$ cat config.mk
export PLATFORM = sky130hd
export DESIGN_NAME = pnm_header_parser_top_flat
export DESIGN_NICKNAME = d
export VERILOG_FILES = /design/src/rtl/core/pnm_hp_pkg.sv /design/src/rtl/core/pnm_hp_if.sv /design/src/rtl/core/pnm_hp_classify.sv /design/src/rtl/core/pnm_hp_queue.sv /design/src/rtl/core/pnm_hp_parse.sv /design/src/rtl/core/pnm_header_parser_top.sv /design/src/flat_wrapper.sv
export SDC_FILE = /design/constraint.sdc
export NUM_CORES = 1
export LEC_CHECK = 0
export ABC_AREA = 1
export BUFFER_PORTS_ARGS = -buffer_cell sky130_fd_sc_hd__buf_4
export CORE_MARGIN = 10
export CORE_UTILIZATION = 58
export CTS_CLUSTER_SIZE = 30
export DETAILED_ROUTE_END_ITERATION = 12
export PLACE_DENSITY = 0.81
export SLEW_MARGIN = 15
export SYNTH_ARGS = -nofsm -noshare
export SYNTH_HDL_FRONTEND = slang
export SYNTH_HIERARCHICAL = 1
export SYNTH_SLANG_ARGS = --single-unit
$ cat constraint.sdc
create_clock -name clk -period 6.6 [get_ports clk]
set_clock_uncertainty 0.2 [all_clocks]
set_input_delay 0.66 -clock clk [delete_from_list [all_inputs] [get_ports clk]]
set_output_delay 0.66 -clock clk [all_outputs]
set_load 0.05 [all_outputs]
$ cat src/rtl/core/pnm_hp_pkg.sv
// Package for the PNM header parser: character codes, byte classes,
// queue entry type and parse phase encoding.
// No dependencies.
package pnm_hp_pkg;

    localparam int DIM_BITS_DEFAULT    = 16;
    localparam int QUEUE_DEPTH_DEFAULT = 4;
    localparam int OUT_BITS            = 16;
    localparam int CFG_ADDR_BITS       = 3;
    localparam int CFG_DATA_BITS       = 32;

    // Register word index (paddr[2])
    localparam logic REG_MAX_FIELD = 1'b0;

    localparam logic [7:0] CH_P     = 8'h50;
    localparam logic [7:0] CH_HASH  = 8'h23;
    localparam logic [7:0] CH_LF    = 8'h0A;
    localparam logic [7:0] CH_SPACE = 8'h20;
    localparam logic [7:0] CH_TAB   = 8'h09;
    localparam logic [7:0] CH_CR    = 8'h0D;
    localparam logic [7:0] CH_ZERO  = 8'h30;
    localparam logic [7:0] CH_NINE  = 8'h39;

    typedef enum logic [2:0] {
        CLS_SPACE,
        CLS_HASH,
        CLS_P,
        CLS_DIGIT,
        CLS_OTHER
    } byte_class_t;

    typedef struct packed {
        logic        frame_start;
        logic [7:0]  data_byte;
        byte_class_t cls;
        logic        is_lf;
    } byte_entry_t;

    typedef enum logic [5:0] {
        PH_START  = 6'b000001,
        PH_MAGIC  = 6'b000010,
        PH_WIDTH  = 6'b000100,
        PH_HEIGHT = 6'b001000,
        PH_MAX    = 6'b010000,
        PH_DONE   = 6'b100000
    } parse_phase_t;

endpackage

$ cat src/rtl/core/pnm_hp_if.sv
// Channel interfaces of the PNM header parser: header bytes in, results out.
// Depends on nothing.
interface pnm_hp_in_if;
    logic       valid;
    logic       ready;
    logic [7:0] data_byte;
    logic       frame_start;

    modport source (output valid, output data_byte, output frame_start, input ready);
    modport sink (input valid, input data_byte, input frame_start, output ready);
endinterface

interface pnm_hp_out_if;
    logic        valid;
    logic        ready;
    logic [7:0]  magic_char;
    logic [15:0] image_width;
    logic [15:0] image_height;
    logic [15:0] max_value;
    logic        header_bad;

    modport source (output valid, output magic_char, output image_width,
                    output image_height, output max_value, output header_bad,
                    input ready);
    modport sink (input valid, input magic_char, input image_width,
                  input image_height, input max_value, input header_bad,
                  output ready);
endinterface

$ cat src/rtl/core/pnm_hp_classify.sv
// Front end of the PNM header parser: tag each incoming byte with its class.
// Depends on pnm_hp_pkg.
module pnm_hp_classify
(
    input  logic [7:0]               data_byte,
    input  logic                     frame_start,
    output pnm_hp_pkg::byte_entry_t  entry
);

    always_comb
    begin
        entry.frame_start = frame_start;
        entry.data_byte   = data_byte;
        entry.is_lf       = (data_byte == pnm_hp_pkg::CH_LF);
        case (data_byte) inside
            pnm_hp_pkg::CH_SPACE, pnm_hp_pkg::CH_TAB,
            pnm_hp_pkg::CH_CR, pnm_hp_pkg::CH_LF:
                entry.cls = pnm_hp_pkg::CLS_SPACE;
            pnm_hp_pkg::CH_HASH:
                entry.cls = pnm_hp_pkg::CLS_HASH;
            pnm_hp_pkg::CH_P:
                entry.cls = pnm_hp_pkg::CLS_P;
            [pnm_hp_pkg::CH_ZERO:pnm_hp_pkg::CH_NINE]:
                entry.cls = pnm_hp_pkg::CLS_DIGIT;
            default:
                entry.cls = pnm_hp_pkg::CLS_OTHER;
        endcase
    end

endmodule

$ cat src/rtl/core/pnm_hp_queue.sv
// Short FIFO of classified bytes between the front end and the parser.
// Depends on pnm_hp_pkg.
module pnm_hp_queue
#(
    parameter int DEPTH = pnm_hp_pkg::QUEUE_DEPTH_DEFAULT
)
(
    input  logic                     clk,
    input  logic                     rst_n,
    input  logic                     push,
    input  pnm_hp_pkg::byte_entry_t  push_entry,
    output logic                     full,
    input  logic                     pop,
    output pnm_hp_pkg::byte_entry_t  pop_entry,
    output logic                     empty
);

    localparam int PTR_BITS = (DEPTH > 2) ? $clog2(DEPTH) : 1;
    localparam int CNT_BITS = $clog2(DEPTH + 1);
    localparam logic [PTR_BITS-1:0] LAST_PTR = PTR_BITS'(DEPTH - 1);

    pnm_hp_pkg::byte_entry_t slot_mem [DEPTH];

    logic [PTR_BITS-1:0] wr_ptr_reg, wr_ptr_next;
    logic [PTR_BITS-1:0] rd_ptr_reg, rd_ptr_next;
    logic [CNT_BITS-1:0] count_reg, count_next;

    assign full      = (count_reg == CNT_BITS'(DEPTH));
    assign empty     = (count_reg == '0);
    assign pop_entry = slot_mem[rd_ptr_reg];

    always_comb
    begin
        wr_ptr_next = wr_ptr_reg;
        rd_ptr_next = rd_ptr_reg;
        count_next  = count_reg;
        if (push)
        begin
            wr_ptr_next = (wr_ptr_reg == LAST_PTR) ? '0 : wr_ptr_reg + 1'b1;
        end
        if (pop)
        begin
            rd_ptr_next = (rd_ptr_reg == LAST_PTR) ? '0 : rd_ptr_reg + 1'b1;
        end
        if (push && !pop)
        begin
            count_next = count_reg + 1'b1;
        end
        else if (pop && !push)
        begin
            count_next = count_reg - 1'b1;
        end
    end

    always_ff @(posedge clk or negedge rst_n)
    begin
        if (!rst_n)
        begin
            wr_ptr_reg <= '0;
            rd_ptr_reg <= '0;
            count_reg  <= '0;
        end
        else
        begin
            wr_ptr_reg <= wr_ptr_next;
            rd_ptr_reg <= rd_ptr_next;
            count_reg  <= count_next;
        end
    end

    always_ff @(posedge clk)
    begin
        if (push)
        begin
            slot_mem[wr_ptr_reg] <= push_entry;
        end
    end

endmodule

$ cat src/rtl/core/pnm_hp_parse.sv
// Back end of the PNM header parser: phase machine, decimal accumulate
// and result register. Depends on pnm_hp_pkg and pnm_hp_out_if.
module pnm_hp_parse
#(
    parameter int DIM_BITS = pnm_hp_pkg::DIM_BITS_DEFAULT
)
(
    input  logic                     clk,
    input  logic                     rst_n,
    input  logic                     max_field_present,
    input  pnm_hp_pkg::byte_entry_t  entry,
    input  logic                     entry_valid,
    output logic                     pop,
    pnm_hp_out_if.source             result_out
);

    localparam int ACC_BITS = DIM_BITS + 4;
    localparam int OB       = pnm_hp_pkg::OUT_BITS;

    pnm_hp_pkg::parse_phase_t phase_reg, phase_next, eff_phase;
    logic                comment_reg, comment_next, eff_comment;
    logic                seen_reg, seen_next, eff_seen;
    logic [DIM_BITS-1:0] accum_reg, accum_next, eff_accum;
    logic [7:0]          magic_reg, magic_next;
    logic [DIM_BITS-1:0] width_reg, width_next;
    logic [DIM_BITS-1:0] height_reg, height_next;
    logic [ACC_BITS-1:0] acc_ext, product;
    logic                overflow, is_space;
    logic                emit, emit_bad;
    logic [DIM_BITS-1:0] max_out;

    logic [DIM_BITS+OB-1:0] width_ext, height_ext, max_ext;

    logic        out_valid_reg;
    logic [7:0]  out_magic_reg;
    logic [OB-1:0] out_width_reg, out_height_reg, out_max_reg;
    logic        out_bad_reg;

    assign pop = entry_valid && (!out_valid_reg || result_out.ready);

    // Frame start restarts the parse at this byte
    assign eff_phase   = entry.frame_start ? pnm_hp_pkg::PH_START : phase_reg;
    assign eff_comment = entry.frame_start ? 1'b0 : comment_reg;
    assign eff_seen    = entry.frame_start ? 1'b0 : seen_reg;
    assign eff_accum   = entry.frame_start ? '0 : accum_reg;

    assign is_space = (entry.cls == pnm_hp_pkg::CLS_SPACE);
    assign acc_ext  = {4'b0000, eff_accum};
    assign product  = (acc_ext << 3) + (acc_ext << 1) + ACC_BITS'(entry.data_byte[3:0]);
    assign overflow = |product[ACC_BITS-1:DIM_BITS];

    always_comb
    begin
        phase_next   = eff_phase;
        comment_next = eff_comment;
        seen_next    = eff_seen;
        accum_next   = eff_accum;
        magic_next   = entry.frame_start ? 8'h00 : magic_reg;
        width_next   = entry.frame_start ? '0 : width_reg;
        height_next  = entry.frame_start ? '0 : height_reg;
        emit         = 1'b0;
        emit_bad     = 1'b0;
        max_out      = '0;
        case (eff_phase)
            pnm_hp_pkg::PH_START:
            begin
                if (eff_comment)
                begin
                    comment_next = !entry.is_lf;
                end
                else
                begin
                    case (entry.cls)
                        pnm_hp_pkg::CLS_SPACE: ;
                        pnm_hp_pkg::CLS_HASH:  comment_next = 1'b1;
                        pnm_hp_pkg::CLS_P:     phase_next = pnm_hp_pkg::PH_MAGIC;
                        default:
                        begin
                            emit     = 1'b1;
                            emit_bad = 1'b1;
                        end
                    endcase
                end
            end
            pnm_hp_pkg::PH_MAGIC:
            begin
                magic_next = entry.data_byte;
                phase_next = pnm_hp_pkg::PH_WIDTH;
            end
            pnm_hp_pkg::PH_WIDTH, pnm_hp_pkg::PH_HEIGHT, pnm_hp_pkg::PH_MAX:
            begin
                if (eff_comment)
                begin
                    comment_next = !entry.is_lf;
                end
                else if (entry.cls == pnm_hp_pkg::CLS_DIGIT)
                begin
                    accum_next = product[DIM_BITS-1:0];
                    seen_next  = 1'b1;
                    if (overflow)
                    begin
                        emit     = 1'b1;
                        emit_bad = 1'b1;
                    end
                end
                else if (!eff_seen || eff_phase == pnm_hp_pkg::PH_WIDTH ||
                         (eff_phase == pnm_hp_pkg::PH_HEIGHT && max_field_present))
                begin
                    // Leading skip, or the terminator of width/height that
                    // runs on into the skip before the next field
                    if (eff_seen)
                    begin
                        accum_next = '0;
                        seen_next  = 1'b0;
                        if (eff_phase == pnm_hp_pkg::PH_WIDTH)
                        begin
                            width_next = eff_accum;
                            phase_next = pnm_hp_pkg::PH_HEIGHT;
                        end
                        else
                        begin
                            height_next = eff_accum;
                            phase_next  = pnm_hp_pkg::PH_MAX;
                        end
                    end
                    case (entry.cls)
                        pnm_hp_pkg::CLS_SPACE: ;
                        pnm_hp_pkg::CLS_HASH:  comment_next = 1'b1;
                        default:
                        begin
                            emit     = 1'b1;
                            emit_bad = 1'b1;
                        end
                    endcase
                end
                else
                begin
                    // Last number ends: exactly one whitespace byte must follow
                    accum_next = '0;
                    seen_next  = 1'b0;
                    emit       = 1'b1;
                    emit_bad   = !is_space;
                    if (eff_phase == pnm_hp_pkg::PH_HEIGHT)
                    begin
                        height_next = eff_accum;
                    end
                    else
                    begin
                        max_out = eff_accum;
                    end
                end
            end
            default: ;
        endcase
        if (emit)
        begin
            phase_next = pnm_hp_pkg::PH_DONE;
        end
    end

    assign width_ext  = {{OB{1'b0}}, width_next};
    assign height_ext = {{OB{1'b0}}, height_next};
    assign max_ext    = {{OB{1'b0}}, max_out};

    always_ff @(posedge clk or negedge rst_n)
    begin
        if (!rst_n)
        begin
            phase_reg     <= pnm_hp_pkg::PH_START;
            comment_reg   <= 1'b0;
            seen_reg      <= 1'b0;
            accum_reg     <= '0;
            magic_reg     <= 8'h00;
            width_reg     <= '0;
            height_reg    <= '0;
            out_valid_reg <= 1'b0;
        end
        else
        begin
            if (pop)
            begin
                phase_reg   <= phase_next;
                comment_reg <= comment_next;
                seen_reg    <= seen_next;
                accum_reg   <= accum_next;
                magic_reg   <= magic_next;
                width_reg   <= width_next;
                height_reg  <= height_next;
            end
            if (pop && emit)
            begin
                out_valid_reg <= 1'b1;
            end
            else if (result_out.ready)
            begin
                out_valid_reg <= 1'b0;
            end
        end
    end

    always_ff @(posedge clk)
    begin
        if (pop && emit)
        begin
            out_bad_reg    <= emit_bad;
            out_magic_reg  <= emit_bad ? 8'h00 : magic_next;
            out_width_reg  <= emit_bad ? '0 : width_ext[OB-1:0];
            out_height_reg <= emit_bad ? '0 : height_ext[OB-1:0];
            out_max_reg    <= emit_bad ? '0 : max_ext[OB-1:0];
        end
    end

    assign result_out.valid        = out_valid_reg;
    assign result_out.magic_char   = out_magic_reg;
    assign result_out.image_width  = out_width_reg;
    assign result_out.image_height = out_height_reg;
    assign result_out.max_value    = out_max_reg;
    assign result_out.header_bad   = out_bad_reg;

endmodule

$ cat src/rtl/core/pnm_header_parser_top.sv
// Top level of the PNM header parser: APB register, front end, queue, parser.
// Depends on pnm_hp_pkg, pnm_hp_if, pnm_hp_classify, pnm_hp_queue, pnm_hp_parse.
//
// The parser takes one header byte per clock cycle, sustained, for as long as
// the result side keeps up. A result appears on result_out after the byte that
// completes or breaks the header is accepted: that byte is written into the
// queue and then parsed straight into the result register. The rate is set by
// the parser's phase machine, which retires one queued byte per cycle, unless
// the result is stalled, with a single times-ten accumulate. A QUEUE_DEPTH-entry
// FIFO sits between the byte classifier and the parser, so input bytes keep
// flowing while a result waits to be taken; item_in.ready drops only when that
// FIFO is full. After a result, bytes are dropped without output until an item
// with frame_start set begins the next header.
// The one register, max_field_present (byte address 0, reset 1), is read when
// the height field ends; write it only while the block is idle.
module pnm_header_parser_top
#(
    parameter int DIM_BITS    = pnm_hp_pkg::DIM_BITS_DEFAULT,
    parameter int QUEUE_DEPTH = pnm_hp_pkg::QUEUE_DEPTH_DEFAULT
)
(
    input  logic                                 clk,
    input  logic                                 rst_n,
    input  logic                                 psel,
    input  logic                                 penable,
    input  logic                                 pwrite,
    input  logic [pnm_hp_pkg::CFG_ADDR_BITS-1:0] paddr,
    input  logic [pnm_hp_pkg::CFG_DATA_BITS-1:0] pwdata,
    output logic [pnm_hp_pkg::CFG_DATA_BITS-1:0] prdata,
    output logic                                 pready,
    pnm_hp_in_if.sink                            item_in,
    pnm_hp_out_if.source                         result_out
);

    logic                    max_field_reg;
    logic                    cfg_write;
    pnm_hp_pkg::byte_entry_t front_entry;
    pnm_hp_pkg::byte_entry_t back_entry;
    logic                    push;
    logic                    pop;
    logic                    queue_full;
    logic                    queue_empty;

    // Configuration port: zero-wait writes, word index in paddr[2]
    assign pready    = 1'b1;
    assign cfg_write = psel && penable && pwrite &&
                       (paddr[2] == pnm_hp_pkg::REG_MAX_FIELD);
    assign prdata    = (paddr[2] == pnm_hp_pkg::REG_MAX_FIELD) ?
                       {{(pnm_hp_pkg::CFG_DATA_BITS-1){1'b0}}, max_field_reg} : '0;

    always_ff @(posedge clk or negedge rst_n)
    begin
        if (!rst_n)
        begin
            max_field_reg <= 1'b1;
        end
        else if (cfg_write)
        begin
            max_field_reg <= pwdata[0];
        end
    end

    // Front end: accept and classify while the queue has room
    assign item_in.ready = !queue_full;
    assign push          = item_in.valid && !queue_full;

    pnm_hp_classify u_classify
    (
        .data_byte   (item_in.data_byte),
        .frame_start (item_in.frame_start),
        .entry       (front_entry)
    );

    pnm_hp_queue #(.DEPTH(QUEUE_DEPTH)) u_queue
    (
        .clk        (clk),
        .rst_n      (rst_n),
        .push       (push),
        .push_entry (front_entry),
        .full       (queue_full),
        .pop        (pop),
        .pop_entry  (back_entry),
        .empty      (queue_empty)
    );

    // Back end: parse one queued byte per cycle unless the result is stalled
    pnm_hp_parse #(.DIM_BITS(DIM_BITS)) u_parse
    (
        .clk               (clk),
        .rst_n             (rst_n),
        .max_field_present (max_field_reg),
        .entry             (back_entry),
        .entry_valid       (!queue_empty),
        .pop               (pop),
        .result_out        (result_out)
    );

    // An invalid header carries all-zero fields
    a_bad_zero: assert property (@(posedge clk) disable iff (!rst_n)
        (result_out.valid && result_out.header_bad) |->
            (result_out.magic_char == 8'h00 && result_out.image_width == 16'h0000 &&
             result_out.image_height == 16'h0000 && result_out.max_value == 16'h0000))
        else $error("invalid header result carries nonzero fields");

    // Bitmap headers report a zero maximum value
    a_bitmap_max: assert property (@(posedge clk) disable iff (!rst_n)
        (result_out.valid && !result_out.header_bad && !max_field_reg) |->
            (result_out.max_value == 16'h0000))
        else $error("bitmap header reported a maximum value");

    // The queue fills only on a push
    a_full_on_push: assert property (@(posedge clk) disable iff (!rst_n)
        $rose(queue_full) |-> $past(push))
        else $error("queue became full without a push");

    // The parser never reads an empty queue
    a_no_empty_pop: assert property (@(posedge clk) disable iff (!rst_n)
        pop |-> !queue_empty)
        else $error("parser popped an empty queue");

endmodule
$ cat src/flat_wrapper.sv
// flat-port wrapper written by rule: the top's interface ports become plain ports
module pnm_header_parser_top_flat 
#(
    parameter int DIM_BITS    = pnm_hp_pkg::DIM_BITS_DEFAULT,
    parameter int QUEUE_DEPTH = pnm_hp_pkg::QUEUE_DEPTH_DEFAULT
)
  (clk, rst_n, psel, penable, pwrite, paddr, pwdata, prdata, pready, item_in_valid, item_in_data_byte, item_in_frame_start, item_in_ready, result_out_valid, result_out_magic_char, result_out_image_width, result_out_image_height, result_out_max_value, result_out_header_bad, result_out_ready);
  pnm_hp_in_if item_in_i ();
  pnm_hp_out_if result_out_i ();
  input  logic clk;
  input  logic rst_n;
  input  logic psel;
  input  logic penable;
  input  logic pwrite;
  input  logic [pnm_hp_pkg::CFG_ADDR_BITS-1:0] paddr;
  input  logic [pnm_hp_pkg::CFG_DATA_BITS-1:0] pwdata;
  output logic [pnm_hp_pkg::CFG_DATA_BITS-1:0] prdata;
  output logic pready;
  input wire logic [$bits(item_in_i.valid)-1:0] item_in_valid;
  input wire logic [$bits(item_in_i.data_byte)-1:0] item_in_data_byte;
  input wire logic [$bits(item_in_i.frame_start)-1:0] item_in_frame_start;
  output wire logic [$bits(item_in_i.ready)-1:0] item_in_ready;
  output wire logic [$bits(result_out_i.valid)-1:0] result_out_valid;
  output wire logic [$bits(result_out_i.magic_char)-1:0] result_out_magic_char;
  output wire logic [$bits(result_out_i.image_width)-1:0] result_out_image_width;
  output wire logic [$bits(result_out_i.image_height)-1:0] result_out_image_height;
  output wire logic [$bits(result_out_i.max_value)-1:0] result_out_max_value;
  output wire logic [$bits(result_out_i.header_bad)-1:0] result_out_header_bad;
  input wire logic [$bits(result_out_i.ready)-1:0] result_out_ready;
  assign item_in_i.valid = item_in_valid;
  assign item_in_i.data_byte = item_in_data_byte;
  assign item_in_i.frame_start = item_in_frame_start;
  assign item_in_ready = item_in_i.ready;
  assign result_out_valid = result_out_i.valid;
  assign result_out_magic_char = result_out_i.magic_char;
  assign result_out_image_width = result_out_i.image_width;
  assign result_out_image_height = result_out_i.image_height;
  assign result_out_max_value = result_out_i.max_value;
  assign result_out_header_bad = result_out_i.header_bad;
  assign result_out_i.ready = result_out_ready;
  pnm_header_parser_top #(.DIM_BITS(DIM_BITS), .QUEUE_DEPTH(QUEUE_DEPTH)) u_core (.clk(clk), .rst_n(rst_n), .psel(psel), .penable(penable), .pwrite(pwrite), .paddr(paddr), .pwdata(pwdata), .prdata(prdata), .pready(pready), .item_in(item_in_i), .result_out(result_out_i));
endmodule
==> reports/metrics.cfg <==
[die]
die_w_um = 152
io_pins = 143
rows = 48
die_height_um = 152
start_util_pct = 58.6
core-area_mm2 = 0.0172
dieArea_mm2 = 0.0230

[synth]
syn_inst = 1173
synth.avg_cell_area_um2 = 8.58
synth.distinct_cells = 45
synth_edf_count = 109
ys.flop_type = edfxtp_1
ys_warn_count = 6
syn_area_mm2 = 0.0101
synth_seq_cells = 182
synth_seq_area_share_pct = 50.7
async_flop_share_pct = 40.1

[drt]
firstDrtPassIters = 8
ant_nets = 0
route.detailed.drc = 0
wl_per_cell_um = 15.5
drt-initial-drc-count = 687
num_vias = 7768
avgViaCountPerCell = 5.30
routed_wl_mm = 22.7

[final_layout]
diodes = 0
largest_reg_flops = 52
drive_gt1_share_pct = 13.7
nets = 1319
utilization_pct = 65.1
top_register = u_core/u_queue/slot_mem
syn_to_final_growth_pct = 11.0

[setup_path]
criticalPathCategory = flip-flop to flip-flop
reg2reg_depth = 23
cp_data_required_time_ns = 6.51
worst-r2r-setup-slack_ns = 1.24
path_max_fanout = 57
rr_startpoint = u_core/u_queue/rd_ptr_reg[0]
worstSetupStartpointType = flip-flop
r2r_end = u_core/u_parse/result_out.magic_char[1]
cp-end-kind = flip-flop
cp.arrival_ns = 5.26

[placed_design]
port_buffers = 77
dpl.hpwl_mm = 15.7
gp_congestion = 0.933

[clock_network]
cts_buffers = 17
clockRootBuffer = clkbuf_16
clock_sinks = 182
post_cts_resized = 0
cts_setup_buffers = 0
postCtsHoldBufs = 0
cts_tree = built
htreeDepth = 4
clk_latency_ns = 0.43
clkTransAtPathRegs_ns = 0.07
clk_path_buf_depth = 2

[sta]
tightest_slew_ns = 0.968
max_freq_mhz = 187
timing.final.crit_share_pct = 81.1
rsz0062_at_grt = no
setup_viol = 0
period_minus_slack_ns = 5.36
fin_tns_setup_ns = 0
hold_violations = 0
slew_violations = 0
slew_headroom_pct = 35.4

[run]
maxCapViolations = 0

[power]
ir_drop_mv = 0.369
p_leak_uw = 0.00517
p_per_area_mw_per_mm2 = 515

[min_path]
min_path_type = input port to async pin

[global_route]
grtUsageTotal_pct = 19.9
first_global_vias = 7350
overflow = 0
antenna_found_initial = 0
grt_max_degree = 87
grt_pass1_wl_mm = 36.1

[outcome]
outcome = completed

[layer usage]
metal  vias to the layer above  GRT usage (%)  routed length (um)
met2                       257           34.0               11300
met3                        43           3.77                1310
met1                      3607           24.2                9570
met4                         0           7.91                 543
li1                       3861              -                   -
met5                         -              0                   0
[where the power goes]
| group | switching [uW] | internal (uW) | total, uW |
|---|---|---|---|
| Combinational | 2200 | 748 | 2950 |
| Sequential | 125 | 1670 | 1790 |
| Clock | 458 | 553 | 1010 |
[stage by stage]
stage	instances	power (uW)	setup slack, ns	hold WS (ns)	instance area, um^2
after CTS	1466	5780	1.26	0.210	11200
after global routing	1466	6120	0.795	0.216	11200
after floorplan	1203	4000	1.72	0.164	10200
final	1466	5760	1.24	0.175	11200
after detailed placement	1434	4760	1.29	0.274	10600
after global placement	1434	4700	1.34	0.267	10600
[cells in the mapped netlist (4+ instances only)]
master	instances	area [um^2]
inv_1	177	664
dfrtp_1	71	1780
nand3_1	39	195
o22ai_1	10	62.6
buf_6	8	90.1
nand3_2	4	40.0
o21ai_1	4	20.0
nor2_2	17	106
a21oi_1	36	180
nor3_1	6	30.0
buf_2	6	30.0
nand2_2	10	62.6
o211ai_1	35	263
edfxtp_1	109	3270
or2_2	4	25.0
clkbuf_1	21	78.8
o21ai_0	91	455
ha_1	37	463
nand4_1	4	25.0
xor2_1	4	35.0
buf_4	42	315
a31oi_1	17	106
nand2_1	266	998
inv_2	7	26.3
nor2_1	117	439
[cell usage in the layout (no fill, tap or decap), types with 2 or more instances in the layout]
| master | Yosys | final |
|---|---|---|
| a21oi_1 | 36 | 36 |
| a22oi_1 | 2 | 2 |
| a31oi_1 | 17 | 17 |
| buf_4 | 42 | 85 |
| clkbuf_16 | 0 | 18 |
| clkinv_1 | 1 | 2 |
| clkinv_2 | 0 | 3 |
| conb_1 | 2 | 32 |
| dfrtp_1 | 71 | 71 |
| dfstp_2 | 2 | 2 |
| edfxtp_1 | 109 | 109 |
| fa_1 | 3 | 3 |
| ha_1 | 37 | 37 |
| inv_1 | 177 | 176 |
| inv_2 | 7 | 8 |
| inv_6 | 0 | 7 |
| inv_8 | 0 | 2 |
| nand2_1 | 266 | 265 |
| nand2_2 | 10 | 11 |
| nand3_1 | 39 | 39 |
| nand3_2 | 4 | 4 |
| nand4_1 | 4 | 4 |
| nor2_1 | 117 | 117 |
| nor2_2 | 17 | 17 |
| nor3_1 | 6 | 6 |
| o211ai_1 | 35 | 35 |
| o211ai_2 | 2 | 2 |
| o21ai_0 | 91 | 91 |
| o21ai_1 | 4 | 4 |
| o22ai_1 | 10 | 10 |
| o31ai_1 | 2 | 2 |
| or2_2 | 4 | 4 |
| xnor2_1 | 3 | 3 |
| xor2_1 | 4 | 4 |
[cell families after synthesis]
| kind of cell | Yosys count | share of synthesized area, % |
|---|---|---|
| adders and majority gates | 40 | 5.19 |
| and+or+nand+nor | 469 | 19.2 |
| other | 2 | 0.0746 |
| DFF | 182 | 50.7 |
| buffers and inverters | 266 | 12.2 |
| xor gates and xnor gates | 7 | 0.609 |
| AOI/OAI and AO/OA | 207 | 12.0 |
[critical path, cell delays in order, from the launching register on]
cell and delay (ns):
dfrtp_1 0.41, inv_2 0.59, nand2_1 0.10, o211ai_1 0.11, nand2_1 0.42, nor2_1 0.39
inv_1 0.18, fa_1 0.52, inv_1 0.07, fa_1 0.44, nand2_1 0.09, nand2_1 0.10
nand3_1 0.10, nand2_1 0.12, nand2_1 0.11, nand3_1 0.08, nand2_1 0.08, nor2_1 0.04
nand2_1 0.08, nand2_1 0.05, nand2_1 0.16, nand2_1 0.13, inv_2 0.10, buf_12 0.26
[how the worst max path moves through the flow]
stage / start / to / slack, ns / depth (start not counted)
after floorplan: u_core/u_queue/rd_ptr_reg[0] / u_core/u_parse/result_out.header_bad / 1.72 / 23
after global placement: u_core/u_queue/rd_ptr_reg[0] / u_core/u_parse/result_out.image_width[11] / 1.34 / 23
after detailed placement: u_core/u_queue/rd_ptr_reg[0] / u_core/u_parse/result_out.max_value[14] / 1.29 / 23
after CTS: u_core/u_queue/rd_ptr_reg[0] / u_core/u_parse/result_out.image_height[9] / 1.26 / 23
after global routing: u_core/u_queue/rd_ptr_reg[0] / u_core/u_parse/result_out.image_width[5] / 0.80 / 23
final: u_core/u_queue/rd_ptr_reg[0] / u_core/u_parse/result_out.magic_char[1] / 1.24 / 23
[area by class of cell]
class                      instances  area, um^2
clock buffer                      18         450
clock inverter                    14         133
fill                            1454        6000
inverter                         186         701
multi-input combinational        755        3850
sequential                       182        5100
tap                              225         282
timing repair buffer              86         658
(Power assumes the default switching activity.)
